--- config.mk ---
export PLATFORM = sky130hd
export DESIGN_NAME = vcrd_ram
export DESIGN_NICKNAME = d
export VERILOG_FILES = /design/src/vcrd_ram.sv
export SDC_FILE = /design/constraint.sdc
export NUM_CORES = 1
export LEC_CHECK = 0
export BUFFER_PORTS_ARGS = -buffer_cell sky130_fd_sc_hd__buf_2
export CORE_AREA = 2 2 203 205
export CTS_CLUSTER_SIZE = 30
export DETAILED_ROUTE_END_ITERATION = 16
export DIE_AREA = 0 0 205 207
export PLACE_DENSITY_LB_ADDON = 0.1
export SYNTH_ARGS = -nofsm -noshare
export SYNTH_HDL_FRONTEND = slang
export SYNTH_SLANG_ARGS = --single-unit
--- constraint.sdc ---
create_clock -name clk -period 3.9 [get_ports clk]
set_input_delay 0.195 -clock clk [delete_from_list [all_inputs] [get_ports clk]]
set_output_delay 0.195 -clock clk [all_outputs]
set_load 0.005 [all_outputs]
--- src/vcrd_ram.sv ---
// Generic single-write, single-read RAM with registered read data.
// No dependencies.
`default_nettype none
module vcrd_ram #(
	parameter int WIDTH = 32,
	parameter int DEPTH = 16
) (
	input  wire logic                                     clk,
	input  wire logic                                     we,
	input  wire logic [(DEPTH > 1 ? $clog2(DEPTH) : 1)-1:0] waddr,
	input  wire logic [WIDTH-1:0]                         wdata,
	input  wire logic [(DEPTH > 1 ? $clog2(DEPTH) : 1)-1:0] raddr,
	output logic      [WIDTH-1:0]                         rdata
);

	logic [WIDTH-1:0] mem_q [DEPTH];

	always_ff @(posedge clk) begin
		if (we) begin
			mem_q[waddr] <= wdata;
		end
		rdata <= mem_q[raddr];
	end

endmodule
`default_nettype wire

==> results.py <==
metrics = {
    "outcome": {
        "run_status": "finished, final reports clean",
    },
    "sta": {
        "timing.clock.skew_ns": 0.0164,
        "rsz0062_at_grt": "no",
        "max_clock_freq_mhz": 605,
        "report.final.hold_viol_count": 0,
        "final-setup-viol-count": 0,
        "post_route_clock_period_utilization_pct": 42.4,
        "worst-slew-pin-transition_ns": 0.867,
        "finalMaxSlewViolations": 0,
        "setup-tns-final_ns": 0,
        "worst_hold_slack_ns": 0.237,
        "slew_headroom_pct": 42.1,
        "finalCriticalPeriod_ns": 1.65,
    },
    "power": {
        "p_sw_uw": 2460,
        "power.density_cell_area_mw_per_mm2": 531,
        "power.switching_fraction_pct": 20.0,
        "worst_ir_drop_vdd_mv": 0.376,
        "leakagePower_uw": 0.00752,
        "p_clk_share_pct": 41.8,
        "internal_power_component_uw": 9840,
        "share_seq_of_total_power_pct": 53.4,
        "power.share.combinational_pct": 4.7,
    },
    "clocking": {
        "total_number_of_clock_tree_sinks": 544,
        "path_clk_slew_ns": 0.06,
        "cts-root-buf": "sky130_fd_sc_hd__clkbuf_16",
        "clk_latency_ns": 0.59,
        "number_of_h_tree_levels": 2,
        "tritoncts.num_buffers": 54,
        "cts_post_setup_buffers_inserted": 0,
        "clock_tree.buffer_depth": 3,
        "tritoncts": "yes",
    },
    "grt": {
        "grt.total_usage_pct": 20.3,
        "initial_antenna_violation_count": 0,
        "grt_first_pass_wirelength_mm": 62.7,
        "grt_max_degree": 53,
        "globalRoute.totalOverflow": 0,
        "via_count_of_the_first_global_routing_pass": 9872,
    },
    "cells_and_area": {
        "multi_input_area_mm2": 0.00375,
        "layout.area.seq_mm2": 0.0160,
        "areaGrowthSynthToFinish_pct": 16.8,
        "filler_cell_count": 2992,
        "number_of_antenna_cells_inserted": 0,
        "finalNetCount": 1029,
        "layout_cell_share_with_drive_strength_beyond_1_pct": 32.4,
    },
    "yosys": {
        "yosysTopAreaCell": "sky130_fd_sc_hd__edfxtp_1",
        "netlist_area_mm2": 0.0199,
        "synth.top_cells.by_area": "sky130_fd_sc_hd__edfxtp_1 (77%), sky130_fd_sc_hd__mux4_2 (15%), sky130_fd_sc_hd__dfxtp_1 (3.2%), sky130_fd_sc_hd__a22oi_1 (2.4%), sky130_fd_sc_hd__nand2_1 (0.62%)",
        "netlist_instances": 838,
        "postSynthAreaPerCell_um2": 23.7,
        "mappedNetlistNets": 880,
        "fraction_of_the_yosys_area_taken_by_sequential_cells_pct": 80.7,
        "yosys_warnings": 0,
        "synth_cell_type_count": 18,
        "synth_largest_type_area_fraction_pct": 77.4,
        "postSynthRegisterBits": 544,
    },
    "die": {
        "die_x_um": 205,
        "die_h_um": 207,
        "ios": 74,
        "placeableCoreArea_mm2": 0.0404,
        "start_util_pct": 49.2,
        "floorplan.rows": 74,
        "die_area_mm2": 0.0424,
    },
    "routing": {
        "antenna_viol_nets_final": 0,
        "vias_per_cell": 5.80,
        "drt_pass1_iterations": 7,
        "via_count": 9073,
        "route.detailed.drc": 0,
        "dr.first_iter.drc_count": 758,
        "wirelength_mm": 41.6,
        "wl_per_cell_um": 26.6,
    },
    "flow_run": {
        "drv_cap": 0,
    },
    "placement": {
        "dp.final_hpwl_mm": 22.9,
        "numPortBuffers": 73,
        "gp_congestion": 0.738,
    },
    "worst_setup_path": {
        "criticalPathCategory": "primary input to register",
        "critical_path_required_time_ns": 4.14,
        "crit_arrival_ns": 1.89,
        "start_kind": "primary input",
        "worst_setup_path_end_kind": "register",
        "worstPathMaxFanout": 18,
    },
    "hold_path": {
        "hp-class": "primary input to register",
    },
}
-- placed cells by master (no fill, tap or decap) --
cell type	instances
sky130_fd_sc_hd__a22oi_1	64
sky130_fd_sc_hd__and2_1	1
sky130_fd_sc_hd__buf_12	2
sky130_fd_sc_hd__buf_2	71
sky130_fd_sc_hd__buf_4	30
sky130_fd_sc_hd__bufinv_16	2
sky130_fd_sc_hd__clkbuf_1	17
sky130_fd_sc_hd__clkbuf_16	57
sky130_fd_sc_hd__clkbuf_8	14
sky130_fd_sc_hd__clkinv_1	2
sky130_fd_sc_hd__clkinv_2	9
sky130_fd_sc_hd__clkinvlp_4	1
sky130_fd_sc_hd__dfxtp_1	32
sky130_fd_sc_hd__dlygate4sd3_1	32
sky130_fd_sc_hd__edfxtp_1	512
sky130_fd_sc_hd__inv_6	1
sky130_fd_sc_hd__mux4_2	128
sky130_fd_sc_hd__nand2_1	33
sky130_fd_sc_hd__nand2b_1	2
sky130_fd_sc_hd__nand3_1	1
sky130_fd_sc_hd__nand3b_1	2
sky130_fd_sc_hd__nor2_4	13
sky130_fd_sc_hd__nor2b_4	2
sky130_fd_sc_hd__nor3_2	4
sky130_fd_sc_hd__or3b_2	1
-- synthesized netlist by cell type --
cell type                  instances
sky130_fd_sc_hd__dfxtp_1          32
sky130_fd_sc_hd__a22oi_1          64
sky130_fd_sc_hd__buf_2             4
sky130_fd_sc_hd__nor2_1           13
sky130_fd_sc_hd__nor3_1            4
sky130_fd_sc_hd__nand3b_1          2
sky130_fd_sc_hd__clkbuf_1         17
sky130_fd_sc_hd__nand3_1           1
sky130_fd_sc_hd__buf_6             2
sky130_fd_sc_hd__or3b_2            1
sky130_fd_sc_hd__buf_1             9
sky130_fd_sc_hd__nor2b_1           2
sky130_fd_sc_hd__nand2b_1          2
sky130_fd_sc_hd__nand2_1          33
sky130_fd_sc_hd__buf_4            11
sky130_fd_sc_hd__and2_1            1
sky130_fd_sc_hd__mux4_2          128
sky130_fd_sc_hd__edfxtp_1        512
-- final timing paths --
check / start / to / slack, ns / cells past startpoint
setup / recovery: waddr[2] / mem_q[9][6] / 2.25 / 4
hold / removal: waddr[1] / mem_q[12][2] / 0.24 / 3
setup reg to reg: mem_q[2][22] / rdata[22] / 2.50 / 3
hold reg to reg: mem_q[14][2] / rdata[2] / 0.66 / 3
-- routing by layer --
layer / track usage (%) / wire length, µm
met1: 27.0 / 17200
met2: 35.5 / 22000
met3: 2.77 / 1670
met4: 5.61 / 790
met5: 0 / 0
-- worst max-delay path, cell delays in order --
cell and delay [ns]:
sky130_fd_sc_hd__buf_2 0.12, sky130_fd_sc_hd__nand3b_1 0.37, sky130_fd_sc_hd__nor2_4 0.70, sky130_fd_sc_hd__buf_4 0.49
-- registers in the layout, indices dropped and copies added (netlist names) --
register and flops:
mem_q 512, rdata 32
-- power by group through the flow --
stage | clock network (µW) | registers (µW) | logic, µW
2_1_floorplan | 0 | 6690 | 314
3_3_place_gp | 0 | 6690 | 556
3_5_place_dp | 0 | 6700 | 570
4_1_cts | 5260 | 6580 | 598
5_1_grt | 5470 | 6580 | 638
6_report | 5150 | 6580 | 582
-- cell families after synthesis --
group / count (synthesis) / synth area share, %
simple gates: 59 / 1.27
mux: 128 / 14.5
compound gates: 64 / 2.42
buf+inv: 43 / 1.12
flops: 544 / 80.7
-- area by class of cell --
class	instances	area share, %
repair buffers	136	4.12
clock inverters	15	0.556
clock buffers	87	7.20
well taps	532	2.87
flip-flops and latches	544	69.1
multi-input cells	251	16.2
-- per-stage QoR --
| step | cells | utilization [%] | total power, µW | setup WS (ns) | area [µm²] |
|---|---|---|---|---|---|
| detailed placement | 1431 | 52.2 | 7270 | 1.58 | 21100 |
| finish | 1565 | 57.4 | 12300 | 2.25 | 23200 |
| floorplan | 838 | - | 7010 | 0.525 | 19900 |
| global route | 1565 | 57.4 | 12700 | 2.16 | 23200 |
| global placement | 1431 | 52.2 | 7250 | 1.63 | 21100 |
| CTS | 1565 | 57.4 | 12400 | 2.24 | 23200 |
-- what timing repair did --
action                    CTS  global route
hold endpoints to repair  512             0
hold buffers               32             0
gates resized for setup     0             0
(Power assumes the default switching activity.)
