File: src/vcrd_pkg.sv
// Shared types and codes of the vector clock race detector.
// No dependencies; used by the lane unit and the top level.
`default_nettype none
package vcrd_pkg;

	typedef logic [2:0] cmd_t;
	localparam cmd_t CMD_ACQUIRE = 3'd0;
	localparam cmd_t CMD_RELEASE = 3'd1;
	localparam cmd_t CMD_FORK    = 3'd2;
	localparam cmd_t CMD_JOIN    = 3'd3;
	localparam cmd_t CMD_READ    = 3'd4;
	localparam cmd_t CMD_WRITE   = 3'd5;

	typedef logic lane_op_t;
	localparam lane_op_t OP_MERGE = 1'b0;
	localparam lane_op_t OP_COPY  = 1'b1;

endpackage
`default_nettype wire

File: src/vcrd_lane_unit.sv
// Shared pointwise unit over one clock row: merge (max) or copy per lane,
// and a flag for any active lane where a exceeds b. Uses vcrd_pkg.
`default_nettype none
module vcrd_lane_unit #(
	parameter int THREADS    = 8,
	parameter int CLOCK_BITS = 32
) (
	input  wire logic [THREADS-1:0][CLOCK_BITS-1:0] a,
	input  wire logic [THREADS-1:0][CLOCK_BITS-1:0] b,
	input  wire logic [THREADS-1:0]                 act,
	input  wire vcrd_pkg::lane_op_t                 op,
	output logic      [THREADS-1:0][CLOCK_BITS-1:0] res,
	output logic                                    gt_any
);

	logic [THREADS-1:0] gt;

	always_comb begin
		for (int i = 0; i < THREADS; i++) begin
			gt[i] = a[i] > b[i];
			if (!act[i]) begin
				res[i] = b[i];
			end else if (op == vcrd_pkg::OP_COPY || gt[i]) begin
				res[i] = a[i];
			end else begin
				res[i] = b[i];
			end
		end
		gt_any = |(gt & act);
	end

endmodule
`default_nettype wire

File: config.mk
export PLATFORM = sky130hd
export DESIGN_NAME = vcrd_lane_unit
export DESIGN_NICKNAME = d
export VERILOG_FILES = /design/src/vcrd_pkg.sv /design/src/vcrd_lane_unit.sv
export SDC_FILE = /design/constraint.sdc
export NUM_CORES = 1
export LEC_CHECK = 0
export ABC_AREA = 1
export BUFFER_PORTS_ARGS = -buffer_cell sky130_fd_sc_hd__buf_4
export CORE_AREA = 2 2 306 308
export DETAILED_ROUTE_END_ITERATION = 10
export DIE_AREA = 0 0 308 310
export GPL_ROUTABILITY_DRIVEN = 0
export PLACE_DENSITY = 0.42
export SYNTH_ARGS = -nofsm -noshare
export SYNTH_HDL_FRONTEND = slang
export SYNTH_SLANG_ARGS = --single-unit
File: constraint.sdc
create_clock -name vclk -period 2.8
set_input_delay 0.14 -clock vclk [all_inputs]
set_output_delay 0.14 -clock vclk [all_outputs]
set_load 0.02 [all_outputs]
==> results.md <==
Die:
- In this run the standard cell core region covers 92500 um2.
- The floorplan step defined a die boundary enclosing 95500 um2.
- Pin placement for this block handled 778 I/O pins.
- The floorplan die width is 308 um.
- The die height is 310 um.
- The initialized floorplan defines 112 standard-cell rows.
- The starting utilization of the core area is 0.112.

Final layout:
- The fraction of final layout cells sized beyond drive strength 1 is 0.388.
- The number of clock-tree buffers in the layout is 0.
- The share of the core filled with cells is 0.190.
- There are 0 flip-flops and latches.
- Summing all flip-flop and latch instances after layout gives 0 um2.
- From synthesis to final layout, the design area changed by 69.0%.
- The final net count is 3258.

Power and ir drop:
- VDD sags by at most 80.1 uV.
- The leakage component of the power is 9.95 nW.
- Dividing total power by cell area gives a power density of 223 nW/um2.

Logic synthesis:
- The synthesized netlist contains 30 unique library cells.
- Sorting the synthesized cells by area gives the leading types as sky130_fd_sc_hd__ha_1, sky130_fd_sc_hd__nand2_1, sky130_fd_sc_hd__inv_1.
- Summed over all instances, the cell type with the most area after synthesis is sky130_fd_sc_hd__ha_1.
- The mean instance size in the synthesized netlist is 6.01 um2.
- The number of nets in the synthesized netlist is 2505.
- The count of synthesis-stage warnings from yosys is 0.
- The proportion of netlist area held by the largest area contributor is 0.308.
- For this run, the register share of the synthesized area comes to 0.
- The cell count after synthesis is 1728.
- Summing every instance area after synthesis gives 10400 um2.

Timing:
- Based on the critical path, the design can be clocked at up to 382 MHz.
- The relative slew slack is 0.733.
- The number of setup violations in the final report is 0.
- The final count of hold timing violations came to 0.
- Summed over all failing endpoints, the final setup total negative slack is 0 ns.
- The final cycle utilization of the critical path is 0.934.
- Setup repair after global routing left no endpoint under its margin.
- The smallest clock period supported by the final layout is computed as 2.62 ns.
- The count of final max-slew check failures is 0.
- At the pin with the least slew margin, the transition time is 0.396 ns.

Drt:
- The average wire per cell in the routed design is 15.8 um.
- In this run the top signal layer used is met5.
- The via count of the routed design is 13394.
- After detailed routing, the number of vias per cell comes to 3.64.
- The detailed router put a total of 22.4 mm of wire on met1.
- In the detailed route, the total length drawn on met3 is 4.74 mm.
- Summed over all nets, wire length on met2 after detailed routing comes to 30.4 mm.
- The number of routed nets with antenna violations is 0.
- In the routed design, unresolved DRC markers number 0.
- The number of iterations in the first detailed-routing pass is 4.
- The first routing iteration left 412 violations.
- The sum of routed wire length over all layers is 58.3 mm.

Setup path:
- In this run the worst path has a maximum fanout of 23.
- At the worst endpoint, the arrival time is 2.48 ns.
- The kind of start point of the critical path is an input port.
- The kind of end point of the critical path is an output port.
- The critical path class is input port to output port.
- STA puts the critical path data required time at 2.66 ns.

GRT:
- The number of antenna violations at the first check in global routing is 4.
- The total global-route track usage is 0.113.
- Global routing finished with a remaining overflow of 0.
- The number of global-route vias before repair is 13227.
- Entering global routing, the biggest net connects 34 pins.
- The first-pass GRT wire length is 81.6 mm.

Clock network:
- The number of setup buffers added after CTS is 0.

Run:
- The number of maximum-capacitance constraint violations is 0.

Min path:
- The worst hold path belongs to the class input port to output port.
- The cell count of the worst hold path is 4.

Place:
- The post-detailed-placement half-perimeter wirelength is 54.4 mm.
- Buffers placed on the I/O ports in this run total 778.

Outcome:
- The flow ran to the end, and the final reports show no timing, DRC or antenna violations.
metrics by stage:
| step | hold slack [ns] | power (mW) | setup slack [ns] | instances | cell area (um2) |
|---|---|---|---|---|---|
| after floorplan | 0.412 | 2.10 | 0.909 | 1728 | 10400 |
| final | 0.588 | 3.91 | 0.184 | 3677 | 17600 |
| after detailed placement | 0.591 | 3.97 | 0.0731 | 3676 | 17500 |
| after global placement | 0.589 | 3.97 | 0.0760 | 3676 | 17500 |
| after CTS | 0.591 | 3.99 | 0.0617 | 3676 | 17500 |
| after global routing | 0.599 | 4.30 | 0.00477 | 3677 | 17600 |
worst max-delay path, cell delays in order:
cell                      delay [ns]
sky130_fd_sc_hd__buf_4          0.11
sky130_fd_sc_hd__inv_1          0.13
sky130_fd_sc_hd__ha_1           0.28
sky130_fd_sc_hd__a21oi_2        0.22
sky130_fd_sc_hd__buf_4          0.20
sky130_fd_sc_hd__o21ai_0        0.09
sky130_fd_sc_hd__a21oi_1        0.21
sky130_fd_sc_hd__nand2_1        0.09
sky130_fd_sc_hd__nand2_1        0.06
sky130_fd_sc_hd__nand2_1        0.06
sky130_fd_sc_hd__nand2_2        0.08
sky130_fd_sc_hd__nand2_4        0.09
sky130_fd_sc_hd__buf_12         0.18
sky130_fd_sc_hd__o21ai_2        0.30
sky130_fd_sc_hd__buf_4          0.22
metal layers:
layer / vias to the layer above / global-route usage
met5: - / 0
met4: 2 / 0.0137
met3: 26 / 0.0289
met2: 483 / 0.219
met1: 5771 / 0.125
li1: 7112 / -
cells in the mapped netlist (all sizes together):
cell    count
o21a       11
nand2     572
nand4      15
nand3      44
clkbuf      7
nor4        5
buf        45
a31oi       1
a21oi     120
a21boi      7
inv       302
a21o        7
o21bai      2
nor3        6
ha        256
nor2       81
o21ai     247
kinds of logic (layout without fill, tap and decap cells):
logic type,Yosys count,after routing,synth area share
adders and majority gates,256,256,0.308
AOI/OAI and AO/OA,395,395,0.236
buffers and inverters,354,1105,0.159
and+or+nand+nor,723,723,0.297
other,0,1,0
worst paths after layout:
| path | startpoint | end | slack (ns) |
|---|---|---|---|
| setup / recovery | b[143] | res[153] | 0.18 |
| hold / removal | a[192] | res[192] | 0.59 |
placed cells by master (no fill, tap or decap):
cell type and count:
sky130_fd_sc_hd__a21oi_1 119, sky130_fd_sc_hd__diode_2 1, sky130_fd_sc_hd__a21o_1 7, sky130_fd_sc_hd__a21boi_2 2, sky130_fd_sc_hd__o21ai_1 70, sky130_fd_sc_hd__nor2_2 6
sky130_fd_sc_hd__o21bai_1 2, sky130_fd_sc_hd__nand2_2 30, sky130_fd_sc_hd__nand2_1 532, sky130_fd_sc_hd__nand2_8 2, sky130_fd_sc_hd__inv_1 302, sky130_fd_sc_hd__o21ai_2 105
sky130_fd_sc_hd__nand3_1 44, sky130_fd_sc_hd__o21a_1 11, sky130_fd_sc_hd__o21ai_0 72, sky130_fd_sc_hd__buf_4 791, sky130_fd_sc_hd__a31oi_1 1, sky130_fd_sc_hd__nor2_1 75
sky130_fd_sc_hd__a21boi_1 5, sky130_fd_sc_hd__nor3_2 1, sky130_fd_sc_hd__nor3_1 5, sky130_fd_sc_hd__ha_1 256, sky130_fd_sc_hd__nor4_4 5, sky130_fd_sc_hd__a21oi_2 1
sky130_fd_sc_hd__nand2_4 8, sky130_fd_sc_hd__buf_12 12, sky130_fd_sc_hd__nand4_1 15
cell type report:
type / instances / area, um2
fillers: 10738 / 74900
diodes: 1 / 2.50
repair buffers: 803 / 6180
inverters: 302 / 1130
well taps: 1197 / 1500
multi-input cells: 1374 / 8740
timing repair:
item / CTS / global route
hold buffers: 0 / 0
resized for setup: 0 / 2
endpoints found under the setup margin: 0 / 2
where the power goes:
part	internal [mW]	total, mW	switching (mW)
sequential	0	0	0
clock	0.0000000483	0.0000000483	0
combinational	1.70	3.91	2.21
Note: power is estimated with default switching activity, not from simulation.
